<file path="config.mk">
export PLATFORM = sky130hd
export DESIGN_NAME = vdi_out_reg
export DESIGN_NICKNAME = d
export VERILOG_FILES = /design/src/rtl/vdi_pkg.sv /design/src/rtl/vdi_out_reg.sv
export SDC_FILE = /design/constraint.sdc
export NUM_CORES = 1
export LEC_CHECK = 0
export ABC_AREA = 0
export BUFFER_PORTS_ARGS = -buffer_cell sky130_fd_sc_hd__buf_2
export CAP_MARGIN = 40
export CORE_UTILIZATION = 38
export CTS_CLUSTER_SIZE = 10
export DETAILED_ROUTE_END_ITERATION = 10
export GPL_TIMING_DRIVEN = 0
export PLACE_DENSITY = 0.75
export SETUP_SLACK_MARGIN = 0.5
export SLEW_MARGIN = 30
export SYNTH_ARGS = -nofsm -noshare
export SYNTH_HDL_FRONTEND = slang
export SYNTH_SLANG_ARGS = --single-unit
</file>
<file path="constraint.sdc">
create_clock -name clk_i -period 1.7 [get_ports clk_i]
set_clock_uncertainty 0.1 [all_clocks]
set_input_delay 0.17 -clock clk_i [delete_from_list [all_inputs] [get_ports clk_i]]
set_output_delay 0.17 -clock clk_i [all_outputs]
set_load 0.02 [all_outputs]
</file>
<file path="src/rtl/vdi_pkg.sv">
// Shared types and constants of the vertex dedup indexer.
package vdi_pkg;

  // Key: eight 32-bit float patterns side by side
  localparam int unsigned KEY_W   = 256;
  // Output vertex index width
  localparam int unsigned IDX_W   = 16;
  // Mesh epoch tag width; epoch 0 marks an empty slot
  localparam int unsigned EPOCH_W = 8;
  localparam logic [EPOCH_W-1:0] EPOCH_EMPTY = '0;
  localparam logic [EPOCH_W-1:0] EPOCH_FIRST = EPOCH_W'(1);
  localparam logic [EPOCH_W-1:0] EPOCH_LAST  = '1;

  // Result status codes
  localparam logic [1:0] STATUS_FOUND = 2'd0;
  localparam logic [1:0] STATUS_NEW   = 2'd1;
  localparam logic [1:0] STATUS_FULL  = 2'd2;

  // One table slot as stored in the RAM
  typedef struct packed {
    logic [EPOCH_W-1:0] epoch;
    logic [IDX_W-1:0]   index;
    logic [KEY_W-1:0]   key;
  } entry_t;

  // One result word
  typedef struct packed {
    logic [IDX_W-1:0] vertex_index;
    logic [1:0]       status;
  } result_t;

  // Lookup sequencer states
  typedef enum logic [6:0] {
    S_INIT   = 7'b0000001,
    S_IDLE   = 7'b0000010,
    S_SWEEP  = 7'b0000100,
    S_PROBE  = 7'b0001000,
    S_CHECK  = 7'b0010000,
    S_WRITE  = 7'b0100000,
    S_RESULT = 7'b1000000
  } state_e;

endpackage

</file>
<file path="src/rtl/vdi_out_reg.sv">
// Output holding register between the lookup sequencer and the result channel.
module vdi_out_reg (
  input  logic              clk_i,
  input  logic              rst_ni,
  input  logic              ld_valid_i,
  input  vdi_pkg::result_t  ld_data_i,
  output logic              ld_ready_o,
  output logic              out_valid_o,
  input  logic              out_stall_i,
  output logic [15:0]       vertex_index_o,
  output logic [1:0]        status_o
);

  logic             valid_q, valid_d;
  vdi_pkg::result_t data_q;

  // free when empty or the held word leaves this cycle
  assign ld_ready_o = !valid_q || !out_stall_i;

  always_comb begin
    valid_d = valid_q;
    if (ld_valid_i && ld_ready_o) begin
      valid_d = 1'b1;
    end else if (!out_stall_i) begin
      valid_d = 1'b0;
    end
  end

  always_ff @(posedge clk_i or negedge rst_ni) begin
    if (!rst_ni) begin
      valid_q <= 1'b0;
    end else begin
      valid_q <= valid_d;
    end
  end

  // payload, no reset
  always_ff @(posedge clk_i) begin
    if (ld_valid_i && ld_ready_o) begin
      data_q <= ld_data_i;
    end
  end

  assign out_valid_o    = valid_q;
  assign vertex_index_o = data_q.vertex_index;
  assign status_o       = data_q.status;

endmodule

</file>
==> flow_summary.ini, run 1 <==
[cells_and_area]
area_growth_pct = 84.89
fin_nets = 113
antenna_cells = 0
fillers = 79
multi_input_area_um2 = 32.53
ff_latch_area_um2 = 566.8
fin_cells = 105
layout-drive-gt1-share_pct = 56.67

[setup_path]
cp.required_ps = 1610
end_kind = register
worstPathMaxFanout = 10
crit_type = register to register
arrival_ps = 1100
start_kind = register

[route]
viasPerCell = 4.286
drt.antenna.violating_nets = 0
wire_per_inst_um = 12.47
vias = 450
post-route-drc-count = 0
firstDrtPassIters = 5
drt-total-wl_mm = 1.309
drtIter0Drc = 3

[clock_tree]
cts_inserted_buffers = 3
cts_root_buffer = clkbuf_4
insertion_delay_ps = 280
cts_max_level = 1
cts_tree = yes
clock-sinks = 19
clk_path_buf_depth = 2
clk_pin_slew_ps = 100

[synthesis]
yosys_warnings = 0
yosys.area.top_type_share_pct = 91.91
syn_avg_cell_area_um2 = 26.73
yosys-top-cells-area = edfxtp_1 (92%), dfrtp_1 (4.3%), a21boi_2 (1.9%), a21o_1 (1.3%), nand2_1 (0.64%)
ys_ff_latch = 19
synth_area_um2 = 588.1
syn-num-nets = 44
synthCells = 22
yosys.area.top_type = edfxtp_1
netlist-cell-type-count = 5
synth_seq_area_share_pct = 96.17

[floorplanning]
die_x_um = 41.34
initial_core_util_pct = 43.04
io_pins = 42
core-area_um2 = 1366
rows = 13
dieArea_um2 = 1709
die_h_um = 41.34

[timing]
fmax_ghz = 0.8387
slew_violations = 0
slew-limit-headroom_pct = 90.39
tightest_slew_ps = 143.8
rsz0062_at_grt = true
period_share_pct = 70.13
fin_setup_tns_ps = 0
setup_violations = 0
hold_violations = 0
finalCriticalPeriod_ps = 1192

[placement]
placed_cells = 78
gp_congestion = 0.6224
port_buffers = 41

[grt]
grt_pass1_wl_mm = 1.876
grt_usage_pct = 18.71
grt_pass1_vias = 433
grt_start_max_net_pins = 12
antenna_found_initial = 0
overflow = 0

[job]
drv_cap = 0

[power]
power.internal_uw = 707.6
switchingPower_uw = 213.0
pwr_density_cell_nw_per_um2 = 846.7
seqPwrFrac_pct = 59.9
vdd_ir_drop_max_v = 0.0006569
combPwrFrac_pct = 16.0
power.leakage_uw = 0.0004791
p_clk_share_pct = 24.1
netSwitchingFraction_pct = 23.14

[hold_path]
hold_class = input port to register

[status]
status = completed
cell families (layout without fill, tap and decap cells):
logic type / after synthesis / count (layout) / share of synthesized area, %
DFF: 19 / 19 / 96.17
buffers and inverters: 0 / 68 / 0
and+or+nand+nor: 1 / 1 / 0.6377
AOI/OAI and AO/OA: 2 / 2 / 3.192
power by group through the flow:
| stage | sequential (µW) | combinational [µW] | clock [µW] |
|---|---|---|---|
| 2_1_floorplan | 595 | 14.7 | 0 |
| 3_3_place_gp | 560 | 97.1 | 0 |
| 3_5_place_dp | 561 | 99.2 | 0 |
| 4_1_cts | 551 | 145 | 224 |
| 5_1_grt | 553 | 159 | 238 |
| 6_report | 551 | 148 | 222 |
critical path, cell delays in order (launching register included):
cell and delay (ps):
dfrtp_2 460, a21boi_4 190, buf_6 170
stage by stage:
stage / hold slack (ps) / utilization [%] / total power (µW) / setup WS [ps] / area [µm²]
final: 86.22 / 79.58 / 920.7 / 507.7 / 1087
after global routing: 73.29 / 79.58 / 950.1 / 472.2 / 1087
after CTS: 63.58 / 79.03 / 919.8 / 501.0 / 1080
after detailed placement: -154.5 / 60.07 / 660.3 / 317.0 / 820.8
after global placement: -155.1 / 60.07 / 657.4 / 326.1 / 820.8
after floorplan: -225.6 / - / 609.5 / 364.3 / 596.8
flip-flops by register name, summed over array words and instances (netlist names):
register,cells
out_valid_o,1
status_o,2
vertex_index_o,16
Yosys cell counts:
| master | number |
|---|---|
| edfxtp_1 | 18 |
| a21o_1 | 1 |
| dfrtp_1 | 1 |
| nand2_1 | 1 |
| a21boi_2 | 1 |
metal layers:
layer	share of wire, %	GRT usage [%]	vias up
li1	-	-	223
met1	36	16.79	207
met2	58	38.28	20
met3	5.9	4.787	0
met4	0	7.258	0
met5	0	0	-
cell usage in the layout (no fill, tap or decap):
cell,instances
dlygate4sd3_1,20
a21boi_4,1
buf_2,40
nand2_2,1
a21o_1,1
buf_6,3
dfrtp_2,1
buf_4,1
clkbuf_4,3
clkinv_2,1
edfxtp_1,18
path summary, 6_finish.rpt:
check / endpoint / depth (start not counted) / slack (ps) / startpoint
min in group asynchronous: out_valid_o$_DFFE_PN0P_ / 2 / 100 / rst_ni
worst max-delay path: vertex_index_o[12]$_DFFE_PP_ / 2 / 510 / out_valid_o$_DFFE_PN0P_
worst max register to register: vertex_index_o[12]$_DFFE_PP_ / 2 / 510 / out_valid_o$_DFFE_PN0P_
worst min register to register: out_valid_o$_DFFE_PN0P_ / 2 / 600 / out_valid_o$_DFFE_PN0P_
worst min-delay path: out_valid_o$_DFFE_PN0P_ / 2 / 90 / out_stall_i
max in group asynchronous: out_valid_o$_DFFE_PN0P_ / 2 / 1310 / rst_ni
what timing repair did:
| item | 4_1_cts | 5_1_grt |
|---|---|---|
| pin swaps | 2 | 0 |
| resized for setup | 3 | 2 |
| hold buffers | 20 | 0 |
| setup endpoints to repair | 19 | 20 |
| endpoints found under the hold margin | 20 | 0 |
| setup buffers | 3 | 0 |
final cells by class:
class	count	share of cell area, %
clock buffer	3	2.071
clock inverter	1	0.4603
multi-input combinational	3	2.992
sequential	19	52.13
tap	15	1.726
timing repair buffer	64	40.62
(Power assumes the default switching activity.)
==> inputs of run 2 (changes only) <==
clock period = 1.2 ns   (was 1.7 ns; I/O delays follow)
==> flow_summary.ini, run 2 (same netlist as run 1, synthesis figures left out) <==
[placement]
gp_congestion = 0.5444
port_buffers = 41
dp_slack_ps = -190.7
postPlaceCellArea_um2 = 820.8

[timing]
fin_ws_ps = 31.31
fmax_ghz = 0.8557
hold_ws_ps = -96.73
period_share_pct = 97.39
rsz0062_at_grt = true
slew-limit-headroom_pct = 91.64
slew_violations = 0
fin_setup_tns_ps = 0
finalCriticalPeriod_ps = 1169
tightest_slew_ps = 125.1
hold_violations = 19
setup_violations = 0

[route]
firstDrtPassIters = 4
drt.antenna.violating_nets = 0
wire_per_inst_um = 11.90
drtIter0Drc = 8
post-route-drc-count = 0
vias = 363
viasPerCell = 4.321
drt-total-wl_mm = 1.000

[grt]
overflow = 0
grt_pass1_vias = 330
grt_start_max_net_pins = 19
antenna_found_initial = 0
grt_usage_pct = 13.23
grt_pass1_wl_mm = 1.359

[setup_path]
cp.required_ps = 1110
worstPathMaxFanout = 18
r2r_cells = 2
crit_type = register to register
arrival_ps = 1070
end_kind = register
r2r_start = out_valid_o$_DFFE_PN0P_
start_kind = register
timing.critical_path.from = out_valid_o$_DFFE_PN0P_

[floorplanning]
io_pins = 42
core-area_um2 = 1366
dieArea_um2 = 1709
die_x_um = 41.34
initial_core_util_pct = 43.04
die_h_um = 41.34
rows = 13

[cells_and_area]
finish.utilization_pct = 72.99
final_cell_mix = buf_2 (22), buf_6 (19), edfxtp_1 (18)
layout-drive-gt1-share_pct = 69.57
area_growth_pct = 69.57
fin_nets = 92
fillers = 97
antenna_cells = 0
final_cell_area_um2 = 997.2
largest_reg_flops = 16
final_common_cell = buf_2

[power]
netSwitchingFraction_pct = 22.17
seqPwrFrac_pct = 61.5
switchingPower_uw = 283.8
power.internal_uw = 996.4
power.leakage_uw = 0.0004299
vdd_ir_drop_max_v = 0.0007310
pwr_density_cell_nw_per_um2 = 1284
combPwrFrac_pct = 14.9
p_clk_share_pct = 23.6

[clock_tree]
holdBufCountCts = 1
clk_path_buf_depth = 2
cts_inserted_buffers = 3
cts_max_level = 1
cts_tree = yes
insertion_delay_ps = 280
cts_root_buffer = clkbuf_4
clock-sinks = 19
clk_pin_slew_ps = 100

[hold_path]
hold_depth = 1
min_from = ld_data_i[2]
hold_class = input port to register

[status]
violations = hold timing
status = complete, but fails checks

[job]
drv_cap = 0
[run 2: through the flow]
| stage | power (µW) | cells |
|---|---|---|
| final | 1280 | 84 |
| after global routing | 1337 | 84 |
| after global placement | 930.9 | 78 |
| after CTS | 1254 | 84 |
| after detailed placement | 935.2 | 78 |
| after floorplan | 863.5 | 22 |
[run 2: what timing repair did]
item                       CTS  global route
setup endpoints to repair   39            39
gates resized for setup      4            34
hold endpoints to repair    20            19
setup buffers                1             0
pin swaps                    1             1
cloned                       0             0
[run 2: power by group through the flow]
stage | clock network, µW | registers [µW] | logic (µW)
2_1_floorplan | 0 | 843 | 20.8
3_3_place_gp | 0 | 794 | 137
3_5_place_dp | 0 | 795 | 140
4_1_cts | 316 | 780 | 158
5_1_grt | 340 | 792 | 205
6_report | 302 | 788 | 191
[run 2: critical path, cell delays in order (launching register included)]
cell      delay [ps]
dfrtp_2          450
a21boi_4         170
buf_12           170
[run 2: layout make-up]
| cell class | count | area, µm² | area share [%] |
|---|---|---|---|
| multi-input combinational | 3 | 30.03 | 3.011 |
| timing repair buffer | 43 | 354.1 | 35.51 |
| tap | 15 | 18.77 | 1.882 |
| sequential | 19 | 566.8 | 56.84 |
| clock inverter | 1 | 5.005 | 0.5019 |
| clock buffer | 3 | 22.52 | 2.258 |
[run 2: worst paths after layout]
kind	end	slack, ps
worst min register to register	out_valid_o$_DFFE_PN0P_	460
worst max-delay path	vertex_index_o[13]$_DFFE_PP_	30
worst max register to register	vertex_index_o[13]$_DFFE_PP_	30
min in group asynchronous	out_valid_o$_DFFE_PN0P_	50
worst min-delay path	vertex_index_o[0]$_DFFE_PP_	-100
max in group asynchronous	out_valid_o$_DFFE_PN0P_	860
[run 2: per-layer routing]
layer,global-route usage [%],part of all wire (%),up-vias
met1,14.80,36,162
met4,7.258,0,0
met3,3.191,6.8,0
met2,23.05,57,19
li1,-,-,182
met5,0,0,-
