**src/rtl/vdi_ram.sv**
```systemverilog
// Generic single-port-write, single-port-read RAM with registered read data.
module vdi_ram #(
  parameter int unsigned WIDTH = 32,
  parameter int unsigned DEPTH = 16
) (
  input  logic                     clk_i,
  input  logic                     wr_en_i,
  input  logic [$clog2(DEPTH)-1:0] wr_addr_i,
  input  logic [WIDTH-1:0]         wr_data_i,
  input  logic                     rd_en_i,
  input  logic [$clog2(DEPTH)-1:0] rd_addr_i,
  output logic [WIDTH-1:0]         rd_data_o
);

  logic [WIDTH-1:0] mem_q [DEPTH];
  logic [WIDTH-1:0] rd_data_q;

  // write port
  always_ff @(posedge clk_i) begin
    if (wr_en_i) begin
      mem_q[wr_addr_i] <= wr_data_i;
    end
  end

  // registered read port
  always_ff @(posedge clk_i) begin
    if (rd_en_i) begin
      rd_data_q <= mem_q[rd_addr_i];
    end
  end

  assign rd_data_o = rd_data_q;

endmodule

```
**config.mk**
```make
export PLATFORM = sky130hd
export DESIGN_NAME = vdi_ram
export DESIGN_NICKNAME = d
export VERILOG_FILES = /design/src/rtl/vdi_ram.sv
export SDC_FILE = /design/constraint.sdc
export NUM_CORES = 1
export LEC_CHECK = 0
export ABC_AREA = 1
export BUFFER_PORTS_ARGS = -buffer_cell sky130_fd_sc_hd__buf_2
export CELL_PAD_IN_SITES_DETAIL_PLACEMENT = 2
export CELL_PAD_IN_SITES_GLOBAL_PLACEMENT = 2
export CORE_ASPECT_RATIO = 0.5
export CORE_MARGIN = 3
export CORE_UTILIZATION = 30
export DETAILED_ROUTE_END_ITERATION = 8
export PLACE_DENSITY_LB_ADDON = 0.15
export SYNTH_ARGS = -nofsm -noshare
export SYNTH_HDL_FRONTEND = slang
export SYNTH_SLANG_ARGS = --single-unit
export TNS_END_PERCENT = 5
```
**constraint.sdc**
```tcl
create_clock -name clk_i -period 3.6 [get_ports clk_i]
set_input_delay 1.08 -clock clk_i [delete_from_list [all_inputs] [get_ports clk_i]]
set_output_delay 1.08 -clock clk_i [all_outputs]
set_load 0.02 [all_outputs]
```
==> metrics.md, run 1 <==
| Metric | Value |
|---|---|
| Sum of negative setup slack | `0 ps` |
| Starting Density | `0.3049` |
| RSZ-0062 raised after global routing | `false` |
| GP Congestion | `0.6883` |
| Beginning of the worst hold path | `mem_q[10][9]` |
| Crit path buffers/inverters | `1` |
| Cells along the critical path | `buf_2` |
| Port Buffers | `74` |
| Clk_lat worst skew | `620 ps` |
| CTS H-tree depth | `2` |
| VDD IR max | `0.3379 mV` |
| Max Transition Viols Final | `0` |
| Routed len/inst | `21.42 µm` |
| Critical path capture point type | `output port` |
| Total Power | `13810 µW` |
| Worst hold endpoint | `rd_data_o[9]` |
| Die Ht | `202.0 µm` |
| Inserted Diodes | `0` |
| Clock sinks | `544` |
| Vias in the first global route | `16610` |
| Post-CTS Setup Repair Bufs | `0` |
| Routed vias/inst | `4.660` |
| Num rows | `71` |
| Crit path kind | `reg2out` |
| Register-to-register path setup slack | `2430 ps` |
| Drt total wl | `69.58 mm` |
| DRT antenna net count | `0` |
| Syn nets | `2163` |
| Die X | `398.0 µm` |
| Slew @ Worst Pin | `785.6 ps` |
| Outcome | `complete, no violations` |
| Residual DRC count | `0` |
| Final Hold Fails | `0` |
| 1st-iter DRT viols | `839` |
| Critical Path Max Stage Delay | `450 ps` |
| Post-synth top area cell | `edfxtp_1` |
| Worst-path clk slew | `70 ps` |
| Critical Path RT | `2520 ps` |
| Root Buffer | `clkbuf_16` |
| Tcrit/Tclk final | `0.6527` |
| Top Ports | `75` |
| Yosys warns | `0` |
| Worst R2R End | `rd_data_o[26]` |
| Crit path launch type | `flop` |
| GRT overflow | `0` |
| Crit path time final | `2350 ps` |
| Fill count | `8003` |
| Slowest cell on the critical path | `edfxtp_1` |
| Post-route clock skew | `15.29 ps` |
| Core box area | `75600 µm²` |
| Total number of vias | `15140` |
| Cts repair resizes | `0` |
| Cell area after synthesis | `23050 µm²` |
| Library cells used by synthesis | `14` |
| Drt first pass iters | `4` |
| Layout cell share with drive strength beyond 1 | `0.09299` |
| Worst relative slew slack | `0.4763` |
| Max-Cap Viols | `0` |
| Final-report setup violation count | `0` |
| Delay-heaviest family, CP | `flip-flops` |
| Antenna violations before repair | `1` |
| Synthesis-to-layout area growth | `14.70%` |
| Fmax | `425.6 MHz` |
| Synthesized instance count | `2120` |
| Die ar. | `80400 µm²` |
| Largest net degree at the start of global routing | `129` |
| CTS tree | `done` |
| CP arrival | `1270 ps` |
| CP max FO | `1` |
| Cell area power density | `522.2 nW/µm²` |
| Pleak | `0.01093 µW` |
| Mean area per synthesized cell | `10.87 µm²` |
| Nets | `2229` |
| Worst Hold Class | `reg2reg` |
| #FFs+latches synth | `544` |
| Worst r2r path cells | `6` |
| Global Route Usage Sum | `0.1758` |
| DP HPWL | `36.69 mm` |
| CTS Hold Bufs | `0` |
| Synth area leaders | `edfxtp_1, nand2_1, nand3_1` |
| Post-synthesis sequential area ratio | `0.7087` |
| Share of the synthesized area in the top cell type | `0.7087` |
| CTS buffer count | `55` |
| Hold depth | `6` |
| First-pass GRT wire length | `105.8 mm` |
| Clk buf depth | `3` |
| R2r startpoint | `mem_q[5][26]` |
## synthesized netlist by cell type, drive strengths merged
cell	instances
nand2	677
edfxtp	544
inv	390
nand3	385
buf	91
nor2	17
clkbuf	14
nand3b	2
## power by group
part           internal [µW]  switching, µW  total (µW)
registers               7130           43.6        7180
logic                    236            663         899
clock network           3230           2500        5730
total                  10600           3210       13800
## logic make-up after synthesis
| logic type | Yosys count | share of synthesized area |
|---|---|---|
| simple gates | 1081 | 0.1973 |
| buf+inv | 495 | 0.09407 |
| flops | 544 | 0.7087 |
## area by class of cell
cell class	count	area, µm²	share of cell area
clock buffers	69	1471	0.05565
clock inverters	28	256.5	0.009701
inverters	390	1478	0.05589
multi-input cells	1081	4667	0.1765
flip-flops and latches	544	16340	0.6179
well taps	1022	1279	0.04837
repair buffers	114	952.2	0.03601
## cells in the final DEF, fill, tap and decap left out, drive strengths merged
cell type	n
buf	114
bufinv	5
clkbuf	69
clkinv	23
clkinvlp	1
edfxtp	544
inv	389
nand2	677
nand3	385
nand3b	2
nor2	17
## state kept, by name, indices dropped and copies added, names as in the netlist
signal and count:
rd_data_o 32, mem_q 512
## worst max path at each step
stage	from	cells after the start	slack [ps]	endpoint
3_3_place_gp	rd_addr_i[0]	8	810	rd_data_o[26]
2_1_floorplan	wr_addr_i[2]	2	530	mem_q[10][0]
5_1_grt	rd_data_o[14]	1	1200	rd_data_o[14]
6_report	rd_data_o[25]	1	1250	rd_data_o[25]
4_1_cts	rd_data_o[6]	1	1190	rd_data_o[6]
3_5_place_dp	rd_addr_i[0]	8	790	rd_data_o[23]
## per-layer routing
metal / vias to the layer above / global-route usage / part of all wire
met3: 72 / 0.02674 / 0.027
met4: 2 / 0.03454 / 0.014
met5: - / 0 / 0.00024
met2: 143 / 0.2978 / 0.48
met1: 7917 / 0.2400 / 0.47
li1: 7002 / - / -
## stage by stage
step	setup WS (ps)	util	instances	hold slack (ps)	area, µm²
2_1_floorplan	527.3	-	2120	682.9	23050
3_3_place_gp	805.1	0.3269	3151	716.3	24710
3_5_place_dp	790.7	0.3269	3151	732.2	24710
4_1_cts	1190	0.3497	3248	750.1	26440
5_1_grt	1197	0.3497	3248	794.4	26440
6_report	1250	0.3497	3248	742.0	26440
Power figures use the tool's default switching activity.
==> inputs of run 2 (changes only) <==
- ABC_AREA: 1 -> 0
- clock period: 3.6 -> 2.31 ns (I/O delays scaled with it)
==> run 2 against run 1 <==
Total power up 45%. Utilization up 1.5 points. Sequential power rose by 56%. Area after synthesis decreased by 12%. Largest cell class unchanged. Via count is 39% lower. Non-clock buffer count grew 24. Critical path type unchanged. Largest power group unchanged. Register-to-register slack lost 1600 ps. Worst hold slack got worse by 250 ps. First-iteration DRC count decreased by 17%.
==> metrics.md, run 2 <==
| Metric | Value |
|---|---|
| Synth area leaders | `edfxtp_1, mux4_2, a22oi_1` |
| Max-Cap Viols | `0` |
| Root Buffer | `clkbuf_16` |
| Crit path time final | `1874 ps` |
| Clk_lat worst skew | `570 ps` |
| #FFs+latches synth | `544` |
| Post-route clock skew | `10.45 ps` |
| Cell internal pwr | `15720 µW` |
| Max Transition Viols Final | `0` |
| Inserted Diodes | `0` |
| Synthesized instance count | `838` |
| Post-synthesis xor/xnor area fraction | `0` |
| Main combinational cell family by area after synthesis | `multiplexers` |
| CTS Hold Bufs | `0` |
| Library cells used by synthesis | `17` |
| Drt first pass iters | `4` |
| Fmax | `533.7 MHz` |
| Cell area power density | `833.2 nW/µm²` |
| Syn nets | `881` |
| Synthesis-to-layout area growth | `18.89%` |
| Critical Path Max Stage Delay | `430 ps` |
| Die X | `372.7 µm` |
| Synth Flop Type | `edfxtp_1` |
| Antenna violations before repair | `0` |
| Mux share of post-synthesis cell area | `0.1429` |
| GP Congestion | `0.6695` |
| Worst-path clk slew | `60 ps` |
| Slew @ Worst Pin | `1081 ps` |
| Worst Hold Class | `in2reg` |
| Simple-Gate Fraction of Synth Area | `0.01253` |
| Starting Density | `0.3069` |
| Residual DRC count | `0` |
| Sequential share of power | `0.560` |
| Most common cell after layout, fill and taps aside | `edfxtp_1` |
| Compound-gate portion of the synthesized area | `0.02382` |
| Fill count | `6289` |
| Post-CTS Setup Repair Bufs | `0` |
| Cts repair resizes | `0` |
| Die ar. | `70580 µm²` |
| Max FFs per register | `512` |
| VDD IR max | `0.4712 mV` |
| Largest net degree at the start of global routing | `50` |
| Ys async rst share | `0` |
| Port Buffers | `74` |
| First-pass GRT wire length | `76.53 mm` |
| Crit path buffers/inverters | `1` |
| Clock sinks | `544` |
| Die Ht | `189.4 µm` |
| Post-synth EDFFs | `544` |
| Global Route Usage Sum | `0.1498` |
| Tcrit/Tclk final | `0.8112` |
| Synth Area in Adders | `0` |
| Routed len/inst | `27.72 µm` |
| DRT antenna net count | `0` |
| Layout cell share with drive strength beyond 1 | `0.3366` |
| Total number of vias | `9274` |
| Commonest cells after routing, fill and taps aside | `edfxtp_1, mux4_2, buf_2, a22oi_1, clkbuf_16` |
| Final-report setup violation count | `0` |
| Clk buf depth | `3` |
| Crit path launch type | `flop` |
| Top Ports | `75` |
| CTS tree | `done` |
| Gate power share | `0.057` |
| Final Hold Fails | `0` |
| CTS H-tree depth | `2` |
| RSZ-0062 raised after global routing | `false` |
| Critical Path RT | `1620 ps` |
| Count leader, synth | `edfxtp_1` |
| CP max FO | `1` |
| CTS buffer count | `52` |
| Register-to-register path setup slack | `830 ps` |
| Vias in the first global route | `10570` |
| CP arrival | `1180 ps` |
| Drt total wl | `52.74 mm` |
| 1st-iter DRT viols | `695` |
| Net Sw Power | `4260 µW` |
| Post-synth top area cell | `edfxtp_1` |
| Switching Fraction | `0.2132` |
| Core box area | `65730 µm²` |
| Most flop-heavy register | `mem_q` |
| Crit path kind | `reg2out` |
| Total Power | `19990 µW` |
| Cells along the critical path | `buf_2` |
| Yosys warns | `0` |
| Mean area per synthesized cell | `24.07 µm²` |
| DP HPWL | `28.96 mm` |
| Clock network fraction of design power | `0.384` |
| Post-synth top cells | `edfxtp_1, mux4_2, a22oi_1` |
| Post-synthesis sequential area ratio | `0.8097` |
| GRT overflow | `0` |
| Routed vias/inst | `4.873` |
| Share of the synthesized area in the top cell type | `0.8097` |
| Slowest cell on the critical path | `edfxtp_1` |
| Cell area after synthesis | `20170 µm²` |
| Pleak | `0.007546 µW` |
| Critical path capture point type | `output port` |
| Outcome | `complete, no violations` |
| Core Util, Final | `0.3649` |
| Delay-heaviest family, CP | `flip-flops` |
| Nets | `1030` |
| Worst relative slew slack | `0.2776` |
| Num rows | `66` |
run 2: metal layers:
| metal | wire, µm | global-route usage |
|---|---|---|
| met2 | 26790 | 0.2601 |
| met5 | 0 | 0 |
| met1 | 23470 | 0.2030 |
| met4 | 683 | 0.02495 |
| met3 | 1792 | 0.02277 |
run 2: final timing paths:
path | start | end | cells after the start
worst max-delay path | rd_data_o[23] | rd_data_o[23] | 1
worst min-delay path | wr_data_i[10] | mem_q[4][10] | 1
worst max register to register | mem_q[10][13] | rd_data_o[13] | 3
worst min register to register | mem_q[14][5] | rd_data_o[5] | 3
run 2: area by class of cell:
type	instances	area [µm²]	share of cell area
Clock buffer	66	1375	0.05733
Sequential cell	544	16340	0.6811
Tap cell	884	1106	0.04611
Multi-Input combinational cell	251	3777	0.1575
Clock inverter	20	78.83	0.003286
Timing Repair Buffer	138	1313	0.05472
run 2: kinds of logic after synthesis:
kind of cell | after synthesis
AOI/OAI and AO/OA | 64
and+or+nand+nor | 59
muxes | 128
buffers and inverters | 43
DFF | 544
run 2: power groups by stage:
| stage | logic [µW] | registers, µW | clock network [µW] |
|---|---|---|---|
| final | 1130 | 11200 | 7660 |
| after global routing | 1240 | 11200 | 8310 |
| after global placement | 1140 | 11400 | 0 |
| after CTS | 1170 | 11200 | 7920 |
| after floorplan | 534 | 11400 | 0 |
| after detailed placement | 1170 | 11400 | 0 |
run 2: stage by stage:
| step | hold WS, ps | instances | setup TNS (ps) | worst slack [ps] | cell area [µm²] |
|---|---|---|---|---|---|
| 6_report | 496.2 | 1903 | 0 | 436.2 | 23990 |
| 5_1_grt | 480.2 | 1903 | 0 | 374.5 | 23990 |
| 4_1_cts | 462.9 | 1903 | 0 | 367.4 | 23990 |
| 3_5_place_dp | 743.9 | 1817 | -839.5 | -77.03 | 22530 |
| 3_3_place_gp | 730.8 | 1817 | -592.8 | -54.47 | 22530 |
| 2_1_floorplan | 710.3 | 838 | -146010 | -410.8 | 20210 |
==> inputs of run 3 (changes only) <==
- ABC_AREA: 0 -> 1
- clock period: 2.31 -> 1.78 ns (I/O delays scaled with it)
==> run 3 against run 2 <==
The run now ends with setup timing left. Via count rose by 67%. Sequential share of layout area down 9.3 points. Largest cell class unchanged. Critical endpoint is now rd_data_o[10]. Critical path type unchanged. Clock skew decreased by 0.82 ps. Non-clock buffer count rose by 60. Sequential power rose by 29%. Total power is 41% higher. Worst hold slack got worse by 190 ps.
==> metrics.md, run 3 (same netlist as run 1, synthesis figures left out) <==
| Metric | Value |
|---|---|
| Outcome | `finished with violations` |
| Failing checks | `setup timing` |
| First-pass GRT wire length | `109.3 mm` |
| Final Worst Setup Slack | `-40.32 ps` |
| Num rows | `71` |
| DP HPWL | `42.97 mm` |
| Critical path capture point type | `output port` |
| Finished Layout Cells | `3333` |
| Antenna violations before repair | `0` |
| Drt first pass iters | `5` |
| Core Util, Final | `0.3674` |
| CP max FO | `1` |
| CTS H-tree depth | `2` |
| Slew @ Worst Pin | `394.2 ps` |
| Final Hold Fails | `0` |
| RSZ-0062 raised after global routing | `true` |
| Tcrit/Tclk final | `1.023` |
| Nets | `2312` |
| Routed len/inst | `21.82 µm` |
| Max Transition Viols Final | `0` |
| Worst Hold Class | `in2reg` |
| Core box area | `75600 µm²` |
| Residual DRC count | `0` |
| Drt total wl | `72.73 mm` |
| CP arrival | `1290 ps` |
| Commonest cells after routing, fill and taps aside | `nand2_1, edfxtp_1, inv_1, nand3_1, buf_12` |
| GRT overflow | `0` |
| Register-to-register path setup slack | `600 ps` |
| Delay-heaviest family, CP | `flip-flops` |
| Synthesis-to-layout area growth | `20.48%` |
| Crit path launch type | `flop` |
| Port Buffers | `74` |
| Root Buffer | `clkbuf_16` |
| Placement Setup Slack | `-77.21 ps` |
| Cells along the critical path | `buf_6` |
| Post-CTS Setup Repair Bufs | `0` |
| Layout cell share with drive strength beyond 1 | `0.1255` |
| Cell area power density | `1016 nW/µm²` |
| DRT antenna net count | `0` |
| Pleak | `0.01158 µW` |
| Crit path kind | `reg2out` |
| Slowest cell on the critical path | `edfxtp_1` |
| Routed vias/inst | `4.649` |
| GP Congestion | `0.7160` |
| Total number of vias | `15490` |
| 1st-iter DRT viols | `917` |
| Max FFs per register | `512` |
| Total Power | `28220 µW` |
| Fmax | `549.4 MHz` |
| Most flop-heavy register | `mem_q` |
| Crit path buffers/inverters | `1` |
| CTS tree | `done` |
| Worst hold margin | `307.3 ps` |
| Max-Cap Viols | `0` |
| Final-report setup violation count | `1` |
| Crit path time final | `1820 ps` |
| Critical Path RT | `1250 ps` |
| Inserted Diodes | `0` |
| Worst-path clk slew | `70 ps` |
| CTS buffer count | `54` |
| Fill count | `7929` |
| Die Ht | `202.0 µm` |
| CTS Hold Bufs | `0` |
| Largest net degree at the start of global routing | `40` |
| Placed Cells | `3235` |
| Vias in the first global route | `16660` |
| Clock sinks | `544` |
| Die X | `398.0 µm` |
| Starting Density | `0.3049` |
| Critical Path Max Stage Delay | `490 ps` |
| Die ar. | `80400 µm²` |
| Global Route Usage Sum | `0.1826` |
| Clk buf depth | `3` |
| VDD IR max | `0.6502 mV` |
| Post-route clock skew | `9.626 ps` |
| Worst relative slew slack | `0.7366` |
| Clk_lat worst skew | `610 ps` |
| Top Ports | `75` |
| Most common cell after layout, fill and taps aside | `nand2_1` |
[run 3: cell count changes in the layout (fill, tap and decap cells not counted), moves of 8 or more]
cell	previous run	this run
nand2_1	33	677
clkinv_2	3	11
buf_12	36	76
nand3_1	1	385
inv_1	0	386
buf_4	29	49
a22oi_1	64	0
mux4_2	128	0
[run 3: path summary, 6_finish.rpt]
path,startpoint,end,depth (start not counted)
worst max-delay path,rd_data_o[10],rd_data_o[10],1
worst min-delay path,wr_data_i[21],mem_q[10][21],1
worst max register to register,mem_q[4][14],rd_data_o[14],6
worst min register to register,mem_q[6][10],rd_data_o[10],6
[run 3: metrics by stage]
stage,area (µm²),setup TNS (ps)
after floorplan,23090,-131100
after global placement,26030,-314.0
after detailed placement,26030,-1899
after CTS,27750,-433.3
after global routing,27770,-309.4
final,27770,-40.32
[run 3: final cells by class]
type / count / area [µm²] / area share
multi-input combinational: 1081 / 4667 / 0.1680
clock inverter: 30 / 287.8 / 0.01036
clock buffer: 68 / 1425 / 0.05132
timing repair buffer: 198 / 2302 / 0.08290
sequential: 544 / 16340 / 0.5882
inverter: 390 / 1475 / 0.05312
tap: 1022 / 1279 / 0.04604
[run 3: per-layer routing]
metal	part of all wire	routed length [µm]	vias up	track usage
met5	0	0	-	0
met3	0.025	1839	72	0.02392
li1	-	-	7170	-
met2	0.48	34670	154	0.3046
met1	0.48	35220	8098	0.2573
met4	0.014	1009	0	0.03241
[run 3: where the power goes]
group	internal (µW)	switching [µW]	leakage, µW
Sequential	14400	88.2	0.00494
Clock	6510	5070	0.000842
Combinational	723	1410	0.00580
Total	21700	6570	0.0116
[run 3: what timing repair did]
action                     CTS  global route
cloned                       0             0
resized for setup            2             8
setup endpoints to repair   15            15
